File: src/rtl/arfp_pkg.sv
package arfp_pkg;

    // Character codes recognized by the parser.
    localparam logic [7:0] CH_CR   = 8'h0D;
    localparam logic [7:0] CH_LF   = 8'h0A;
    localparam logic [7:0] CH_ZERO = 8'h30;
    localparam logic [7:0] CH_TAG  = 8'h40;
    localparam logic [7:0] CH_END  = 8'h24;

    // Command passed from the byte classifier to the payload engine.
    typedef struct packed {
        logic       is_end;
        logic       qty_ok;
        logic [2:0] quantity;
        logic [7:0] data;
    } t_cmd;

    // One decoded result.
    typedef struct packed {
        logic [2:0]  quantity;
        logic [15:0] value;
    } t_result;

endpackage

File: src/rtl/arfp_fifo.sv
module arfp_fifo #(
    parameter int WIDTH = 8,
    parameter int DEPTH = 2
) (
    input  logic             i_clk,
    input  logic             i_rst_n,
    input  logic             i_push,
    input  logic [WIDTH-1:0] i_data,
    output logic             o_full,
    input  logic             i_pop,
    output logic [WIDTH-1:0] o_data,
    output logic             o_empty
);

    localparam int AW = $clog2(DEPTH);
    localparam int CW = $clog2(DEPTH + 1);

    logic [WIDTH-1:0] r_mem [DEPTH];
    logic [AW-1:0]    r_wr_ptr, n_wr_ptr;
    logic [AW-1:0]    r_rd_ptr, n_rd_ptr;
    logic [CW-1:0]    r_count, n_count;
    logic             do_push, do_pop;

    assign o_full  = (r_count == CW'(DEPTH));
    assign o_empty = (r_count == '0);
    assign o_data  = r_mem[r_rd_ptr];
    assign do_push = i_push && !o_full;
    assign do_pop  = i_pop && !o_empty;

    // Pointer and occupancy updates.
    always_comb begin
        n_wr_ptr = r_wr_ptr;
        n_rd_ptr = r_rd_ptr;
        n_count  = r_count;
        if (do_push) begin
            n_wr_ptr = (r_wr_ptr == AW'(DEPTH - 1)) ? '0 : r_wr_ptr + 1'b1;
        end
        if (do_pop) begin
            n_rd_ptr = (r_rd_ptr == AW'(DEPTH - 1)) ? '0 : r_rd_ptr + 1'b1;
        end
        if (do_push && !do_pop) begin
            n_count = r_count + 1'b1;
        end else if (do_pop && !do_push) begin
            n_count = r_count - 1'b1;
        end
    end

    always_ff @(posedge i_clk) begin
        if (!i_rst_n) begin
            r_wr_ptr <= '0;
            r_rd_ptr <= '0;
            r_count  <= '0;
        end else begin
            r_wr_ptr <= n_wr_ptr;
            r_rd_ptr <= n_rd_ptr;
            r_count  <= n_count;
        end
    end

    // Storage needs no reset.
    always_ff @(posedge i_clk) begin
        if (do_push) begin
            r_mem[r_wr_ptr] <= i_data;
        end
    end

endmodule

File: src/rtl/arfp_front.sv
module arfp_front import arfp_pkg::*; (
    input  logic       i_clk,
    input  logic       i_rst_n,
    input  logic       i_push,
    input  logic [7:0] i_rx_byte,
    input  logic       i_response_busy,
    input  logic       i_cmd_full,
    output logic       o_cmd_push,
    output t_cmd       o_cmd
);

    // Row tag phases.
    localparam logic [1:0] TAG_IDLE  = 2'd0;
    localparam logic [1:0] TAG_TENS  = 2'd1;
    localparam logic [1:0] TAG_UNITS = 2'd2;

    // Rows that carry a reading, and their quantity codes.
    localparam logic [7:0] ROW_WIRE_SPEED  = 8'd10;
    localparam logic [7:0] ROW_SET_CURRENT = 8'd11;
    localparam logic [7:0] ROW_SET_VOLTAGE = 8'd12;
    localparam logic [7:0] ROW_ACT_CURRENT = 8'd21;
    localparam logic [7:0] ROW_ACT_VOLTAGE = 8'd22;
    localparam logic [2:0] QTY_WIRE_SPEED  = 3'd0;
    localparam logic [2:0] QTY_SET_CURRENT = 3'd1;
    localparam logic [2:0] QTY_SET_VOLTAGE = 3'd2;
    localparam logic [2:0] QTY_ACT_CURRENT = 3'd3;
    localparam logic [2:0] QTY_ACT_VOLTAGE = 3'd4;

    logic [1:0] r_cr_count, n_cr_count;
    logic       r_open, n_open;
    logic [1:0] r_tag, n_tag;
    logic       r_known, n_known;
    logic [7:0] r_tens, n_tens;
    logic [7:0] r_row, n_row;
    logic       accept;
    logic [7:0] tens_d, unit_d, row_calc;
    logic       qty_ok;
    logic [2:0] qty;

    assign accept = i_push && !i_cmd_full;

    // Row number from the two tag digits, wrapped to eight bits.
    assign tens_d   = r_tens - CH_ZERO;
    assign unit_d   = i_rx_byte - CH_ZERO;
    assign row_calc = (tens_d << 3) + (tens_d << 1) + unit_d;

    // Row to quantity lookup.
    always_comb begin
        qty_ok = 1'b1;
        qty    = QTY_WIRE_SPEED;
        unique case (r_row)
            ROW_WIRE_SPEED:  qty = QTY_WIRE_SPEED;
            ROW_SET_CURRENT: qty = QTY_SET_CURRENT;
            ROW_SET_VOLTAGE: qty = QTY_SET_VOLTAGE;
            ROW_ACT_CURRENT: qty = QTY_ACT_CURRENT;
            ROW_ACT_VOLTAGE: qty = QTY_ACT_VOLTAGE;
            default:         qty_ok = 1'b0;
        endcase
    end

    // Byte classification; the first rule that matches wins.
    always_comb begin
        n_cr_count     = r_cr_count;
        n_open         = r_open;
        n_tag          = r_tag;
        n_known        = r_known;
        n_tens         = r_tens;
        n_row          = r_row;
        o_cmd_push     = 1'b0;
        o_cmd.is_end   = 1'b0;
        o_cmd.qty_ok   = 1'b0;
        o_cmd.quantity = qty;
        o_cmd.data     = i_rx_byte;
        if (accept) begin
            if (i_rx_byte == CH_CR && r_cr_count < 2'd2 && !i_response_busy) begin
                n_cr_count = r_cr_count + 1'b1;
            end else if (i_rx_byte == CH_LF && (r_cr_count == 2'd1 || r_cr_count == 2'd2)
                         && !r_open) begin
                n_cr_count = '0;
                n_open     = 1'b1;
            end else if (r_open && i_rx_byte != CH_CR && i_rx_byte != CH_LF) begin
                if (i_rx_byte == CH_TAG) begin
                    n_tag = TAG_TENS;
                end else if (r_tag == TAG_TENS) begin
                    n_tag   = TAG_UNITS;
                    n_known = 1'b0;
                    n_tens  = i_rx_byte;
                end else if (r_tag == TAG_UNITS && !r_known) begin
                    n_tag   = TAG_IDLE;
                    n_known = 1'b1;
                    n_row   = row_calc;
                end else if (r_known) begin
                    o_cmd_push = 1'b1;
                    if (i_rx_byte == CH_END) begin
                        o_cmd.is_end = 1'b1;
                        o_cmd.qty_ok = qty_ok;
                        n_known      = 1'b0;
                        n_open       = 1'b0;
                    end
                end
            end
        end
    end

    always_ff @(posedge i_clk) begin
        if (!i_rst_n) begin
            r_cr_count <= '0;
            r_open     <= 1'b0;
            r_tag      <= TAG_IDLE;
            r_known    <= 1'b0;
        end else begin
            r_cr_count <= n_cr_count;
            r_open     <= n_open;
            r_tag      <= n_tag;
            r_known    <= n_known;
        end
    end

    // Tag bytes are only read after the phase that loads them.
    always_ff @(posedge i_clk) begin
        r_tens <= n_tens;
        r_row  <= n_row;
    end

endmodule

File: src/rtl/arfp_back.sv
module arfp_back import arfp_pkg::*; #(
    parameter int PAYLOAD_DEPTH = 8,
    parameter int PAYLOAD_START = 0
) (
    input  logic    i_clk,
    input  logic    i_rst_n,
    input  logic    i_cmd_empty,
    input  t_cmd    i_cmd,
    output logic    o_cmd_pop,
    input  logic    i_res_full,
    output logic    o_res_push,
    output t_result o_res
);

    localparam int AW  = $clog2(PAYLOAD_DEPTH);
    localparam int WSW = $clog2(PAYLOAD_DEPTH + 1);
    localparam int SLW = $clog2(PAYLOAD_DEPTH + 5);
    localparam logic [2:0] DIGITS = 3'd4;

    // Engine states.
    localparam logic [1:0] ST_IDLE = 2'd0;
    localparam logic [1:0] ST_DEC  = 2'd1;
    localparam logic [1:0] ST_OUT  = 2'd2;

    logic [7:0]         r_mem [PAYLOAD_DEPTH];
    logic [PAYLOAD_DEPTH-1:0] r_valid;
    logic [1:0]         r_state, n_state;
    logic [WSW-1:0]     r_wslot, n_wslot;
    logic [2:0]         r_k, n_k;
    logic [15:0]        r_acc, n_acc;
    logic [2:0]         r_qty, n_qty;
    logic [7:0]         r_rd_data;
    logic               r_rd_ok;
    logic [SLW-1:0]     slot;
    logic               slot_in_range;
    logic [AW-1:0]      rd_addr;
    logic [AW-1:0]      wr_addr;
    logic               wr_en;
    logic [15:0]        digit;
    logic [15:0]        acc_step;

    // Decode read address; slots past the store read as zero.
    assign slot          = SLW'(PAYLOAD_START) + SLW'(r_k);
    assign slot_in_range = slot < SLW'(PAYLOAD_DEPTH);
    assign rd_addr       = slot[AW-1:0];
    assign wr_addr       = r_wslot[AW-1:0];

    assign o_cmd_pop = (r_state == ST_IDLE) && !i_cmd_empty;
    assign wr_en     = o_cmd_pop && !i_cmd.is_end && (r_wslot < WSW'(PAYLOAD_DEPTH));

    // One decimal digit per cycle: acc * 10 + digit, wrapped to 16 bits.
    assign digit    = (r_rd_ok ? {8'h00, r_rd_data} : 16'h0000) - {8'h00, CH_ZERO};
    assign acc_step = (r_acc << 3) + (r_acc << 1) + digit;

    assign o_res_push     = (r_state == ST_OUT) && !i_res_full;
    assign o_res.quantity = r_qty;
    assign o_res.value    = r_acc;

    // Command sequencer.
    always_comb begin
        n_state = r_state;
        n_wslot = r_wslot;
        n_k     = r_k;
        n_acc   = r_acc;
        n_qty   = r_qty;
        unique case (r_state)
            ST_IDLE: begin
                if (o_cmd_pop) begin
                    if (i_cmd.is_end) begin
                        n_wslot = '0;
                        if (i_cmd.qty_ok) begin
                            n_state = ST_DEC;
                            n_k     = '0;
                            n_acc   = '0;
                            n_qty   = i_cmd.quantity;
                        end
                    end else if (wr_en) begin
                        n_wslot = r_wslot + 1'b1;
                    end
                end
            end
            ST_DEC: begin
                // Read data is registered, so it arrives in the cycle after its address.
                if (r_k != '0) begin
                    n_acc = acc_step;
                end
                if (r_k == DIGITS) begin
                    n_state = ST_OUT;
                end else begin
                    n_k = r_k + 1'b1;
                end
            end
            ST_OUT: begin
                if (o_res_push) begin
                    n_state = ST_IDLE;
                end
            end
            default: n_state = ST_IDLE;
        endcase
    end

    always_ff @(posedge i_clk) begin
        if (!i_rst_n) begin
            r_state <= ST_IDLE;
            r_wslot <= '0;
            r_k     <= '0;
            r_valid <= '0;
        end else begin
            r_state <= n_state;
            r_wslot <= n_wslot;
            r_k     <= n_k;
            if (wr_en) begin
                r_valid[wr_addr] <= 1'b1;
            end
        end
    end

    // Payload store with registered read; an unwritten entry reads as zero.
    always_ff @(posedge i_clk) begin
        if (wr_en) begin
            r_mem[wr_addr] <= i_cmd.data;
        end
        r_rd_data <= r_mem[rd_addr];
        r_rd_ok   <= slot_in_range && r_valid[rd_addr];
        r_acc     <= n_acc;
        r_qty     <= n_qty;
    end

endmodule

File: src/rtl/ascii_record_frame_parser.sv
// Channel   Direction  Handshake          Fields
// input     in         push / full        i_rx_byte[7:0], i_response_busy
// result    out        empty / pop        o_quantity[2:0], o_value[15:0]
//
// A byte is taken while the command queue has room; bytes may arrive every cycle while it does.
// The back end stores a payload byte as it pops it; for a closing '$' on a known row it runs
// the pop, the start of the first payload read, the decode of the four digits, then the push,
// which waits while the result queue is full.
// Reset is synchronous and active low; both queues come up empty, there is no clearing pass.
// full rises only when the command queue fills; a stalled result holds on the output ports.
module ascii_record_frame_parser import arfp_pkg::*; #(
    parameter int PAYLOAD_DEPTH = 8,
    parameter int PAYLOAD_START = 0
) (
    input  logic        i_clk,
    input  logic        i_rst_n,
    input  logic        push,
    output logic        full,
    input  logic [7:0]  i_rx_byte,
    input  logic        i_response_busy,
    output logic        empty,
    input  logic        pop,
    output logic [2:0]  o_quantity,
    output logic [15:0] o_value
);

    localparam int CMD_DEPTH = 4;
    localparam int RES_DEPTH = 2;

    t_cmd    front_cmd, back_cmd;
    t_result back_res, out_res;
    logic    cmd_push, cmd_full, cmd_pop, cmd_empty;
    logic    res_push, res_full;

    assign full       = cmd_full;
    assign o_quantity = out_res.quantity;
    assign o_value    = out_res.value;

    // Byte classifier.
    arfp_front u_front (
        .i_clk           (i_clk),
        .i_rst_n         (i_rst_n),
        .i_push          (push),
        .i_rx_byte       (i_rx_byte),
        .i_response_busy (i_response_busy),
        .i_cmd_full      (cmd_full),
        .o_cmd_push      (cmd_push),
        .o_cmd           (front_cmd)
    );

    // Command queue between classifier and payload engine.
    arfp_fifo #(
        .WIDTH ($bits(t_cmd)),
        .DEPTH (CMD_DEPTH)
    ) u_cmd_q (
        .i_clk   (i_clk),
        .i_rst_n (i_rst_n),
        .i_push  (cmd_push),
        .i_data  (front_cmd),
        .o_full  (cmd_full),
        .i_pop   (cmd_pop),
        .o_data  (back_cmd),
        .o_empty (cmd_empty)
    );

    // Payload store and decoder.
    arfp_back #(
        .PAYLOAD_DEPTH (PAYLOAD_DEPTH),
        .PAYLOAD_START (PAYLOAD_START)
    ) u_back (
        .i_clk       (i_clk),
        .i_rst_n     (i_rst_n),
        .i_cmd_empty (cmd_empty),
        .i_cmd       (back_cmd),
        .o_cmd_pop   (cmd_pop),
        .i_res_full  (res_full),
        .o_res_push  (res_push),
        .o_res       (back_res)
    );

    // Result queue toward the consumer.
    arfp_fifo #(
        .WIDTH ($bits(t_result)),
        .DEPTH (RES_DEPTH)
    ) u_res_q (
        .i_clk   (i_clk),
        .i_rst_n (i_rst_n),
        .i_push  (res_push),
        .i_data  (back_res),
        .o_full  (res_full),
        .i_pop   (pop),
        .o_data  (out_res),
        .o_empty (empty)
    );

endmodule

File: config.mk
export PLATFORM = sky130hd
export DESIGN_NAME = ascii_record_frame_parser
export DESIGN_NICKNAME = d
export VERILOG_FILES = /design/src/rtl/arfp_pkg.sv /design/src/rtl/arfp_fifo.sv /design/src/rtl/arfp_front.sv /design/src/rtl/arfp_back.sv /design/src/rtl/ascii_record_frame_parser.sv
export SDC_FILE = /design/constraint.sdc
export NUM_CORES = 1
export LEC_CHECK = 0
export CAP_MARGIN = 40
export CORE_ASPECT_RATIO = 0.5
export CORE_MARGIN = 8
export CORE_UTILIZATION = 38
export CTS_CLUSTER_SIZE = 16
export DETAILED_ROUTE_END_ITERATION = 10
export DONT_BUFFER_PORTS = 1
export SYNTH_ARGS = -nofsm -noshare
export SYNTH_HDL_FRONTEND = slang
export SYNTH_SLANG_ARGS = --single-unit
File: constraint.sdc
create_clock -name i_clk -period 6.9 [get_ports i_clk]
set_clock_uncertainty 0.2 [all_clocks]
set_input_delay 1.035 -clock i_clk [delete_from_list [all_inputs] [get_ports i_clk]]
set_output_delay 1.035 -clock i_clk [all_outputs]
set_load 0.03 [all_outputs]
Yosys cells after proc, flatten, opt, wreduce, memory -nomap -nowiden

Memory sizes are Yosys's and may differ from the RTL's. A register that Yosys moved wholly into a read port is not among the register bits.
Cells that the tools add are included.

Add/sub/neg operators: 18
$mul: 0
Divide/modulo/power cells: 0
Order comparisons: 6
Equal/unequal tests: 32
Shifts and indexed selects: 0
Mux-type cells: 76
Bitwise operators: 5
Reduce and logical (&&, ||, !) cells: 60

Operators by type and width:

| operator                                           | count |
|---|---|
| 2-to-1 mux 16 bit                                  | 4 |
| 2-to-1 mux 2 bit                                   | 25 |
| == test 8 x 4 -> 1 bit, second input constant      | 5 |
| adder 16 bit                                       | 2 |
| 2-to-1 mux 1 bit                                   | 32 |
| one-hot mux 16 bit (2 select lines)                | 1 |
| AND reduction 5 bit                                | 5 |
| logical AND 1 bit                                  | 22 |
| 2-to-1 mux 3 bit                                   | 6 |
| adder 8 bit                                        | 2 |
| == test 8 x 5 -> 1 bit, second input constant      | 2 |
| != test 2 x 1 -> 1 bit, second input constant      | 8 |
| != test 8 x 4 -> 1 bit, second input constant      | 2 |
| nonzero test 2 bit                                 | 8 |
| subtractor 16 x 6 -> 16 bit, second input constant | 1 |
| == test 2 bit, second input constant               | 6 |
| logical NOT 1 bit                                  | 12 |
| < comparator 3 x 4 -> 1 bit, second input constant | 3 |
| one-hot mux 3 bit (4 select lines)                 | 1 |
| adder 2 x 1 -> 2 bit, second input constant        | 4 |
| == test 8 x 6 -> 1 bit, second input constant      | 1 |
| == test 8 x 7 -> 1 bit, second input constant      | 1 |
| 2-to-1 mux 4 bit                                   | 2 |
| 2-to-1 mux 8 bit                                   | 1 |
| other kinds (30)                                   | 41 |

Flip-flop bits (word level): 69
Latch bits: 0
RAM bits: 154
Memory bits (read-only): 0
Input bits: 13
Output and inout bits: 21
Memories kept: 3

Memories:

| name          | depth | bits a word | read ports | clocked after memory_dff | wr ports | line            | source |
|---|---|---|---|---|---|---|---|
| u_back.r_mem  | 8     | 8           | 1          | 1                        | 1        | arfp_back.sv:25 | `logic [7:0] r_mem [PAYLOAD_DEPTH];` |
| u_cmd_q.r_mem | 4     | 13          | 1          | 1                        | 1        | arfp_fifo.sv:18 | `logic [WIDTH-1:0] r_mem [DEPTH];` |
| u_res_q.r_mem | 2     | 19          | 1          | 1                        | 1        | arfp_fifo.sv:18 |  |

Depth between registers and ports, before layout

Gate-level depths: netlist of the first run.

Word-level depth: 14
Depth in mapped cells: 11
Depth with buffers taken out: 11

By module

Synthesis of the first run repeated with hierarchy kept, for this count alone.

Cell total of the unflattened synthesis: 704
Area total of the unflattened synthesis: 10,591.4 um2

Modules (own cells, without submodules):

| module               | times used | cells an instance | area an instance (um2) | sequential area each (um2) |
|---|---|---|---|---|
| arfp_back            | 1          | 363               | 5,103.6                | 3,012.9 |
| arfp_fifo at u_cmd_q | 1          | 118               | 2,398.6                | 1,741.7 |
| arfp_fifo at u_res_q | 1          | 84                | 1,601.5                | 1,241.2 |
| arfp_front           | 1          | 139               | 1,487.7                | 570.5 |

Worst setup path before layout of the first run

OpenSTA, ideal clock, no wires.

Path kind: input port to flip-flop
From: in i_rx_byte[0]
To: reg u_cmd_q.r_count[2]
Library setup time: 76 ps
Data arrival time: 3,162 ps
Setup slack: 3,462 ps
Stages on the path: 9
Path buffers: 0
Cell sequence: and3b_1 o211a_1 nor4_2 ha_1 inv_1 fa_1 xor2_1 or3_1 a21boi_0

Longest elaborated chain between the ends: 11
Elaborated cells on any way between the ends: 22
Classes of those cells: eq/ne: 5; mux: 6; reduce/logical: 11

RTL lines:

| item                           | line                            | source |
|---|---|---|
| start: declaration             | ascii_record_frame_parser.sv:19 | `input logic [7:0] i_rx_byte,` |
| != test 8 x 4 -> 1 bit         | arfp_front.sv:81                | `end else if (r_open && i_rx_byte != CH_CR && i_rx_byte != CH_LF) begin` |
| logical AND 1 bit (2 in a row) | arfp_front.sv:81                |  |
| 2-to-1 mux 1 bit               | arfp_front.sv:81                |  |
| 2-to-1 mux 1 bit               | arfp_front.sv:77                | `end else if (i_rx_byte == CH_LF && (r_cr_count == 2'd1 \|\| r_cr_count == 2'd2)` |
| 2-to-1 mux 1 bit (*)           | arfp_front.sv:75                | `if (i_rx_byte == CH_CR && r_cr_count < 2'd2 && !i_response_busy) begin` |
| 2-to-1 mux 1 bit (*)           | arfp_front.sv:74                | `if (accept) begin` |
| logical AND 1 bit (*)          | arfp_fifo.sv:27                 | `assign do_push = i_push && !o_full;` |
| via u_cmd_q.do_push            | arfp_fifo.sv:22                 | `logic do_push, do_pop;` |
| logical NOT 1 bit              | arfp_fifo.sv:43                 | `end else if (do_pop && !do_push) begin` |
| logical AND 1 bit              | arfp_fifo.sv:43                 |  |
| nonzero test 2 bit (no line)   | -                               |  |
| end signal: assignment         | arfp_fifo.sv:56                 | `r_count <= n_count;` |
| end: declaration               | arfp_fifo.sv:21                 | `logic [CW-1:0] r_count, n_count;` |

Mark *: on every way through the listed nets, which the timed path passes. The rest lies on a longest branch.
A chain may end at the register's enable or synchronous reset.

Final worst setup path of the first run

From: reg u_back.r_acc[0]
To: reg u_back.r_acc[11], data pin

Longest elaborated chain between the ends: 4

RTL lines:

| item                                | line             | source |
|---|---|---|
| start: declaration                  | arfp_back.sv:30  | `logic [15:0] r_acc, n_acc;` |
| start signal: assignment            | arfp_back.sv:125 | `r_acc <= n_acc;` |
| adder 16 bit (2 in a row)           | arfp_back.sv:53  | `assign acc_step = (r_acc << 3) + (r_acc << 1) + digit;` |
| 2-to-1 mux 16 bit                   | arfp_back.sv:84  | `if (r_k != '0) begin` |
| one-hot mux 16 bit (2 select lines) | arfp_back.sv:66  | `unique case (r_state)` |

Every way passes these cells. The select of a mux whose other input is x is not followed.

==> results by group, run 1 <==
Min path
  – Hold EP: u_res_q.r_mem[0][15]
  – Tightest Hold Check Type: reg2reg
  – Min-delay src: u_back.r_acc[15]
  – Hold Crit Depth: 0

Place
  – Placed insts: 1039
  – RePlAce Congestion: 0.790
  – Post-DP HPWL: 12.7 mm
  – Port buffer count: 0

Synthesis
  – Number of standard cells after synthesis: 693
  – Most used DFF post-synth: edfxtp_1
  – Synth warn: 0
  – Synth area leader: edfxtp_1
  – Mapped Area: 0.0104 mm2
  – Ranking of synthesized cells by area: edfxtp_1 54%, dfxtp_1 8.9%, ha_1 6.7%
  – Seq/Total Area, Yosys: 63.2%
  – #FFs+latches synth: 234
  – Synth unique cells: 56
  – Synthesized Nets: 774
  – EDFF count, synth: 188
  – Async set-reset flop share out of synthesis: 0%
  – Mean Syn Cell Area: 15.0 um2
  – Top-area cell type share of the netlist area: 54.4%

STA
  – Peak Freq: 299 MHz
  – Measured slew at the worst slew-check pin: 864 ps
  – Final min period: 3350 ps
  – RSZ-0062 raised after global routing: false
  – Final Slew Violations: 0
  – Final Hold Vio Count: 0
  – Worst hold slack: 259 ps
  – Final period utilization: 48.5%
  – Setup-failing EPs final: 0
  – Rel. slew slack: 41.9%
  – TNS Setup: 0 ps

Worst setup path
  – Reg2reg setup slack: 3550 ps
  – CP arrival: 3380 ps
  – Worst Setup End Kind: flop
  – CP max FO: 4
  – R2R Path End: u_back.r_acc[11]
  – CP Class: reg2reg
  – Crit start category: flop
  – WP data required: 6930 ps
  – Depth of the worst register-to-register path: 11
  – Worst r2r src: u_back.r_acc[0]

Detailed routing
  – Via-to-Cell Ratio: 5.01
  – Initial DRC count: 370
  – Avg WL per Cell: 17.1 um
  – # DRC: 0
  – Drt pass-1 iters: 4
  – WL final: 18.5 mm
  – DR vias: 5407
  – DRT antenna net count: 0

Pwr
  – P per Cell Area: 314 mW/mm2
  – Net Sw Frac: 25.6%
  – Total power: 3.66 mW
  – Combinational share of power: 16.7%
  – Static Leak: 4.21 nW
  – Net switching power: 0.936 mW
  – Seq pwr share: 48.0%
  – Power share of the clock group: 35.3%
  – Internal power: 2.72 mW
  – Maximum VDD drop: 0.152 mV

Finish
  – Nets: 792
  – Cell Count, Final, Fillers Out: 1079
  – Diode count: 0
  – Final Util: 43.7%
  – P&R area growth vs syn: 12.1%
  – Most common cell after layout, fill and taps aside: edfxtp_1
  – Layout cells sized above 1: 16.0%
  – Fillers: 2314
  – Most frequent cells in the layout: 188 x edfxtp_1, 62 x inv_1, 56 x ha_1

GRT
  – M1 GR Usage: 15.4%
  – First-pass GRT wire length: 29.9 mm
  – Met3 usage: 1.80%
  – GR Overflow Total: 0
  – Vias in the first global route: 5592
  – Antenna violations before repair: 0
  – Met2 Usage GRT: 17.9%
  – Global route hottest layer: met2
  – GRT Total Usage: 11.1%
  – Largest net degree at the start of global routing: 22

Floorplan
  – DIE HEIGHT: 133 um
  – Core outline area: 0.0266 mm2
  – Row Count: 42
  – I/O pin count: 34
  – Initial Utilization: 39.0%
  – Die width: 250 um
  – Die ar.: 0.0332 mm2

Clocking
  – Clk buf depth: 3
  – Worst-path clk slew: 70 ps
  – Clock Latency Late Sink: 500 ps
  – CTS tree: built
  – Post-CTS Setup Inserts: 0
  – Root Buffer: clkbuf_16
  – Cts-stage hold buffer count: 0
  – Num CTS Buffers: 22
  – CTS sink count: 234
  – H-tree depth: 1
  – Resize count post-CTS: 0

Job
  – Total of max-cap violations: 0

Outcome
  – Outcome: finished clean
-- state kept, by name, summed over array words and instances, names as in the netlist, 3 cells and up, named ones only --
register / count
u_back.r_wslot: 4
u_front.r_tens: 7
u_res_q.r_mem: 38
u_cmd_q.r_mem: 52
u_back.r_mem: 64
u_back.r_valid: 8
u_back.r_k: 3
u_back.r_acc: 16
u_cmd_q.r_count: 3
u_back.r_qty: 3
u_front.r_row: 8
u_back.r_rd_data: 8
-- worst max-delay path, cell delays in order, from the launching register on --
cell	delay, ps
edfxtp_1	430
inv_1	90
fa_1	530
inv_1	40
ha_1	280
ha_1	230
fa_1	410
a21oi_1	280
o211ai_1	180
a21oi_1	200
xor2_1	160
nor2_1	60
-- metal layers --
layer,share of wire (%),vias to the layer above,wire (um)
met5,0,-,0
met4,2.1,0,381
met3,3.6,29,670
met2,45,71,8420
met1,49,2681,9040
li1,-,2626,-
-- power groups by stage --
stage / sequential (mW) / clock [mW] / combinational (mW)
floorplan: 1.76 / 0 / 0.479
global placement: 1.80 / 0 / 0.570
detailed placement: 1.79 / 0 / 0.618
CTS: 1.76 / 1.32 / 0.621
global route: 1.77 / 1.38 / 0.685
finish: 1.76 / 1.29 / 0.610
-- synth_stat cells (13+ instances only) --
master / count
edfxtp_1: 188
inv_1: 62
ha_1: 56
dfxtp_1: 46
nor2_1: 33
mux4_2: 30
a21oi_1: 29
mux2_2: 28
nand2_1: 23
o21ai_0: 13
xor2_1: 13
-- worst max path at each step --
stage                          from                  to  slack (ps)
floorplan              i_rx_byte[0]  u_cmd_q.r_count[2]        3460
global placement               flop  u_back.r_mem[1][4]        3010
finish              u_back.r_acc[0]    u_back.r_acc[11]        3550
global route        u_back.r_acc[0]    u_back.r_acc[11]        3330
detailed placement     i_rx_byte[0]  u_cmd_q.r_count[2]        3160
CTS                 u_back.r_acc[0]    u_back.r_acc[11]        3520
-- stage by stage --
stage	setup WS (ps)	instance area, um2
floorplan	3460	10400
global placement	3010	10800
detailed placement	3160	10900
CTS	3520	11600
global route	3330	11600
finish	3550	11600
-- cell type report --
class / count / area (um2) / share of cell area, %
timing repair buffer: 8 / 97.6 / 0.838
clock inverter: 12 / 138 / 1.18
multi-input combinational: 382 / 3530 / 30.3
tap: 352 / 440 / 3.78
sequential: 234 / 6570 / 56.4
inverter: 63 / 236 / 2.03
clock buffer: 28 / 636 / 5.46
-- cells by family (layout without fill, tap and decap cells) --
kind of cell | after synthesis | after routing | share of synthesized area, %
AOI/OAI and AO/OA | 86 | 86 | 5.25
xor gates and xnor gates | 25 | 25 | 2.11
adders and majority gates | 68 | 68 | 9.06
buffers and inverters | 77 | 111 | 2.78
DFF | 234 | 234 | 63.2
muxes | 61 | 61 | 9.99
and+or+nand+nor | 142 | 142 | 7.56
Note: power is estimated with default switching activity, not from simulation.
==> run 2, diff against run 1 <==
==> constraint.sdc (replaced) <==
create_clock -name i_clk -period 3 [get_ports i_clk]
set_clock_uncertainty 0.2 [all_clocks]
set_input_delay 0.45 -clock i_clk [delete_from_list [all_inputs] [get_ports i_clk]]
set_output_delay 0.45 -clock i_clk [all_outputs]
set_load 0.03 [all_outputs]
==> run 2 against run 1 <==
The run now ends with negative setup slack left. Global-route usage is 0.52 points higher. Sequential share of layout area is 2.1 points lower. Utilization is 1.7 points higher. Critical path depth stayed put. Critical path type unchanged. Critical endpoint unchanged. Largest power group is now combinational cells.
==> results by group, run 2 (same netlist as run 1, synthesis figures left out) <==
Outcome
  – Outcome: finished with violations
  – Violated checks: negative setup slack

Place
  – Port buffer count: 0 (unchanged)
  – Placed insts: 1062 (+2.2%)
  – RePlAce Congestion: 0.802 (+1.4%)
  – Post-DP HPWL: 12.9 mm (+1.9%)
  – Pre-CTS WS: -156 ps (-3320 ps)
  – Placed cell area: 0.0110 mm2 (+1.3%)

Pwr
  – Static Leak: 4.37 nW (+3.9%)
  – Net switching power: 3.70 mW (+300%)
  – P per Cell Area: 945 mW/mm2 (+200%)
  – Power share of the clock group: 24.4% (-11 points)
  – Total power: 11.4 mW (+210%)
  – Combinational share of power: 38.5% (+22 points)
  – Maximum VDD drop: 0.508 mV (+240%)
  – Seq pwr share: 37.1% (-11 points)
  – Internal power: 7.72 mW (+180%)
  – Net Sw Frac: 32.4% (+6.8 points)

Floorplan
  – Row Count: 42 (unchanged)
  – Core outline area: 0.0266 mm2 (unchanged)
  – Die ar.: 0.0332 mm2 (unchanged)
  – Initial Utilization: 39.0% (unchanged)
  – DIE HEIGHT: 133 um (unchanged)
  – I/O pin count: 34 (unchanged)
  – Die width: 250 um (unchanged)

STA
  – Measured slew at the worst slew-check pin: 810 ps (-53.4 ps)
  – Final Slew Violations: 0 (unchanged)
  – TNS Setup: -41.3 ps (-41.3 ps)
  – Final min period: 3040 ps (-307 ps)
  – Peak Freq: 329 MHz (+10%)
  – RSZ-0062 raised after global routing: true
  – Final period utilization: 101% (+53 points)
  – Final Hold Vio Count: 0 (unchanged)
  – Rel. slew slack: 46.0% (+4.1 points)
  – Final WS setup: -41.3 ps (-3590 ps)
  – Setup-failing EPs final: 1 (+1)

Detailed routing
  – WL final: 19.4 mm (+4.7%)
  – DRT antenna net count: 0 (unchanged)
  – Avg WL per Cell: 17.4 um (+1.4%)
  – # DRC: 0 (unchanged)
  – DR vias: 5623 (+4.0%)
  – Drt pass-1 iters: 4 (unchanged)
  – Initial DRC count: 320 (-14%)
  – Via-to-Cell Ratio: 5.04 (+0.64%)

Finish
  – Diode count: 0 (unchanged)
  – Cell Count, Final, Fillers Out: 1115 (+3.3%)
  – Layout cells sized above 1: 23.6% (+7.6 points)
  – P&R area growth vs syn: 16.5%
  – Biggest register: u_back.r_mem
  – Most frequent cells in the layout: 188 x edfxtp_1, 53 x inv_1, 47 x ha_1
  – Largest register FFs: 64 (unchanged)
  – Nets: 828 (+4.5%)
  – Design Area, Final: 0.0121 mm2 (+3.9%)
  – Top Registers: u_back.r_mem x64, u_cmd_q.r_mem x52, u_res_q.r_mem x38
  – Most common cell after layout, fill and taps aside: edfxtp_1

Clocking
  – Num CTS Buffers: 22 (unchanged)
  – H-tree depth: 1 (unchanged)
  – Clk buf depth: 3 (unchanged)
  – Root Buffer: clkbuf_16
  – CTS sink count: 234 (unchanged)
  – Worst-path clk slew: 60 ps (about the same)
  – Clock Latency Late Sink: 500 ps (about the same)
  – CTS tree: built

Min path
  – Min-delay src: push
  – Tightest Hold Check Type: in2reg

Worst setup path
  – Worst Setup SP: u_back.r_rd_ok
  – Worst path cell trace: nand2_4 > fa_2 > inv_2 > ha_4 > ha_4 > fa_2 > a21oi_2 > o211ai_1 > a21oi_1 > xor2_1 > nor2_1
  – CP max FO: 5 (+1)
  – CP arrival: 3070 ps (-310 ps)
  – Slowest Stage Delay on Critical Path: 570 ps (+40 ps)
  – Crit start category: flop
  – WP data required: 3020 ps (-3910 ps)
  – Worst Setup End Kind: flop
  – Reg2reg setup slack: -40 ps (-3590 ps)
  – CP Class: reg2reg
  – Worst r2r src: u_back.r_rd_ok
  – Critical-path top delay cell: fa_2
  – CP bufs+invs: 1 (-1)
  – CP delay by family, top: adder cells

GRT
  – First-pass GRT wire length: 31.1 mm (+4.0%)
  – Antenna violations before repair: 0 (unchanged)
  – GRT Total Usage: 11.6% (+0.52 points)
  – Vias in the first global route: 5781 (+3.4%)
  – GR Overflow Total: 0 (unchanged)
  – Largest net degree at the start of global routing: 21 (-4.5%)

Job
  – Total of max-cap violations: 0 (unchanged)
## run 2: changes by cell type in the layout (fill, tap and decap cells not counted), sizes merged
cell | before | now
buf | 8 | 35
clkbuf | 28 | 37
clkinv | 9 | 3
inv | 62 | 63
dlygate4sd3 | 0 | 9
clkinvlp | 1 | 0
bufinv | 3 | 0
## run 2: what timing repair did
item                                    CTS  global route
hold buffers                              9             0
pin swaps                                 9            29
gates resized for setup                  12            42
buffers inserted                          1             3
endpoints found under the setup margin    9             9
hold endpoints to repair                 59             0
gates cloned                              0             0
## run 2: final timing paths
check                 endpoint  depth (start not counted)
max           u_back.r_acc[11]                         11
min           u_front.r_tag[0]                          3
max reg2reg   u_back.r_acc[11]                         11
min reg2reg  u_back.r_valid[1]                          1
## run 2: final cells by class
type                       instances  area [um2]
clock buffer                      37         721
clock inverter                     3        16.3
fill                            2307       14500
inverter                          63         236
multi-input combinational        382        3750
sequential                       234        6570
tap                              352         440
timing repair buffer              44         365
## run 2: stage by stage
step / util, % / hold WS [ps]
detailed placement: 41.3 / 254
floorplan: - / 221
CTS: 44.7 / 48.3
global placement: 41.3 / 241
finish: 45.4 / 72.1
global route: 45.4 / 67.4
## run 2: routing by layer
layer	wire length [um]	track usage [%]
met1	8880	15.1
met2	9470	20.0
met3	746	2.17
met4	284	2.49
met5	0	0
## run 2: worst register-to-register path: cells and delay by family (launching register included)
family | cells | cell delay, ps
AOI/OAI and AO/OA | 3 | 570
adders and majority gates | 4 | 1320
DFF | 1 | 380
buffers and inverters | 1 | 50
xor gates and xnor gates | 1 | 150
and+or+nand+nor | 2 | 110
## run 2: power by group through the flow
stage / clock [mW] / sequential (mW) / combinational [mW]
2_1_floorplan: 0 / 4.23 / 2.70
3_3_place_gp: 0 / 4.27 / 3.56
3_5_place_dp: 0 / 4.29 / 3.64
4_1_cts: 2.88 / 4.22 / 3.86
5_1_grt: 2.99 / 4.28 / 4.86
6_report: 2.79 / 4.24 / 4.40
==> run 3, diff against run 2 <==
--- a/config.mk
+++ b/config.mk
@@ -8,7 +8,7 @@
 export CAP_MARGIN = 40
 export CORE_ASPECT_RATIO = 0.5
 export CORE_MARGIN = 8
-export CORE_UTILIZATION = 38
+export CORE_UTILIZATION = 25
 export CTS_CLUSTER_SIZE = 16
 export DETAILED_ROUTE_END_ITERATION = 10
 export DONT_BUFFER_PORTS = 1
==> run 3 against run 2 <==
The run still ends with negative setup slack left. Total power shrank 0.97%. Sequential power about the same. Clock power is 5% higher. Die area is 47% higher. Critical path depth stayed put. Register-to-register slack improved by 20 ps. Non-clock buffer count decreased by 1. Worst setup slack improved by 16 ps. Critical path type unchanged. Largest cell class unchanged. Highest routed layer unchanged.
==> results by group, run 3 (same netlist as run 1, synthesis figures left out) <==
Clocking
  – H-tree depth: 1 (unchanged)
  – Worst-path clk slew: 60 ps (about the same)
  – Root Buffer: clkbuf_16
  – Clk buf depth: 3 (unchanged)
  – Num CTS Buffers: 25 (+14%)
  – Clock Latency Late Sink: 520 ps (+20 ps)
  – CTS tree: built
  – CTS sink count: 234 (unchanged)

Finish
  – Largest register FFs: 64 (unchanged)
  – Fillers: 3959 (+72%)
  – Most common cell after layout, fill and taps aside: edfxtp_1
  – Most frequent cells in the layout: 188 x edfxtp_1, 55 x inv_1, 48 x ha_1
  – Nets: 830 (+0.24%)
  – P&R area growth vs syn: 18.8%
  – Top Registers: u_back.r_mem x64, u_cmd_q.r_mem x52, u_res_q.r_mem x38
  – Layout cells sized above 1: 22.5% (-1.1 points)
  – Biggest register: u_back.r_mem

STA
  – Peak Freq: 331 MHz (+0.52%)
  – Final Slew Violations: 0 (unchanged)
  – Final min period: 3030 ps (-15.7 ps)
  – RSZ-0062 raised after global routing: true
  – Final Hold Vio Count: 0 (unchanged)
  – Worst hold slack: 57.5 ps (-14.6 ps)
  – Setup-failing EPs final: 1 (unchanged)
  – Measured slew at the worst slew-check pin: 781 ps (-29.5 ps)
  – Final period utilization: 101% (-0.52 points)
  – Rel. slew slack: 47.9% (+2.0 points)
  – Final WS setup: -25.6 ps (+15.7 ps)

Detailed routing
  – Avg WL per Cell: 15.3 um (-12%)
  – # DRC: 0 (unchanged)
  – Via-to-Cell Ratio: 4.32 (-14%)
  – DRT antenna net count: 0 (unchanged)
  – Drt pass-1 iters: 4 (unchanged)
  – Initial DRC count: 246 (-23%)
  – DR vias: 5652 (+0.52%)
  – WL final: 20.0 mm (+3.1%)

Place
  – RePlAce Congestion: 0.764 (-4.7%)
  – Pre-CTS WS: -201 ps (-45.2 ps)
  – Post-DP HPWL: 13.6 mm (+5.1%)
  – Port buffer count: 0 (unchanged)

GRT
  – Antenna violations before repair: 0 (unchanged)
  – First-pass GRT wire length: 31.8 mm (+2.4%)
  – Vias in the first global route: 5922 (+2.4%)
  – GR Overflow Total: 0 (unchanged)
  – Largest net degree at the start of global routing: 21 (unchanged)
  – GRT Total Usage: 7.95% (-3.6 points)

Pwr
  – Static Leak: 4.38 nW (+0.27%)
  – Seq pwr share: 37.3% (+0.2 points)
  – Combinational share of power: 36.7% (-1.8 points)
  – Net Sw Frac: 32.3% (-0.11 points)
  – Power share of the clock group: 26.0% (+1.6 points)
  – P per Cell Area: 918 mW/mm2 (-2.8%)
  – Net switching power: 3.65 mW (-1.3%)
  – Total power: 11.3 mW (-0.97%)
  – Internal power: 7.66 mW (-0.81%)
  – Maximum VDD drop: 0.488 mV (-3.9%)

Floorplan
  – Row Count: 52 (+24%)
  – Die width: 304 um (+22%)
  – Core outline area: 0.0407 mm2 (+53%)
  – I/O pin count: 34 (unchanged)
  – DIE HEIGHT: 160 um (+20%)
  – Die ar.: 0.0487 mm2 (+47%)
  – Initial Utilization: 25.5% (-13 points)

Outcome
  – Violated checks: negative setup slack
  – Outcome: finished with violations

Worst setup path
  – Worst path cell trace: inv_2 > fa_2 > inv_2 > ha_4 > ha_4 > fa_2 > a21oi_4 > o211ai_1 > a21oi_1 > xor2_1 > nor2_1
  – CP max FO: 3 (-2)
  – Depth of the worst register-to-register path: 11 (unchanged)
  – WP data required: 3050 ps (+30 ps)
  – Worst Setup End Kind: flop
  – Critical-path top delay cell: fa_2
  – Slowest Stage Delay on Critical Path: 450 ps (-120 ps)
  – Crit start category: flop
  – CP arrival: 3070 ps (about the same)
  – CP Class: reg2reg

Min path
  – Tightest Hold Check Type: in2reg
  – Hold Crit Depth: 3 (unchanged)

Job
  – Total of max-cap violations: 0 (unchanged)
-- run 3: worst max-delay path, delay by kind of cell, from the launching register on --
| kind | cells | cell delay (ps) |
|---|---|---|
| AO/OA/AOI/OAI | 3 | 560 |
| XOR/XNOR | 1 | 160 |
| adder cells (fa/ha/maj) | 4 | 1180 |
| buffers and inverters | 2 | 190 |
| flip-flops | 1 | 410 |
| AND/OR/NAND/NOR | 1 | 60 |
-- run 3: area by class of cell --
cell class	count	area, um2	area share (%)
multi-input combinational	382	3690	30.0
sequential	234	6570	53.3
tap	540	676	5.48
inverter	63	236	1.92
antenna	1	2.50	0.0203
clock buffer	38	757	6.14
clock inverter	8	43.8	0.355
timing repair buffer	43	350	2.84
-- run 3: final timing paths --
kind,from,to,slack (ps)
max,u_back.r_acc[2],u_back.r_acc[11],-30
min,pop,u_res_q.r_rd_ptr,60
max reg2reg,u_back.r_acc[2],u_back.r_acc[11],-30
min reg2reg,u_back.r_acc[15],u_res_q.r_mem[1][15],260
-- run 3: metrics by stage --
step	instances	cell area, um2	setup TNS [ps]	utilization [%]
final	1309	12300	-25.6	30.3
after global routing	1308	12300	-439	30.3
after CTS	1308	12200	-81.9	30.0
after detailed placement	1249	11200	-816	27.6
after global placement	1248	11200	-266	27.6
after floorplan	693	10400	0	-
-- run 3: repair_timing --
item                                   CTS  global route
pin swaps                               11            28
resized for setup                       11            29
endpoints found under the hold margin   59             0
setup buffers                            4             0
hold buffers                             9             0
setup endpoints to repair                9             9
-- run 3: power by group through the flow --
stage	Sequential [mW]	Combinational, mW	Clock (mW)
floorplan	4.23	2.70	0
global placement	4.27	3.47	0
detailed placement	4.28	3.56	0
CTS	4.22	3.76	3.02
global route	4.26	4.61	3.15
finish	4.22	4.15	2.94
-- run 3: layer usage --
metal	global-route usage (%)	share of wire (%)	vias up
li1	-	-	2707
met1	9.30	43	2822
met2	15.0	53	94
met3	1.21	2.8	29
met4	2.20	1.8	0
met5	0	0	-
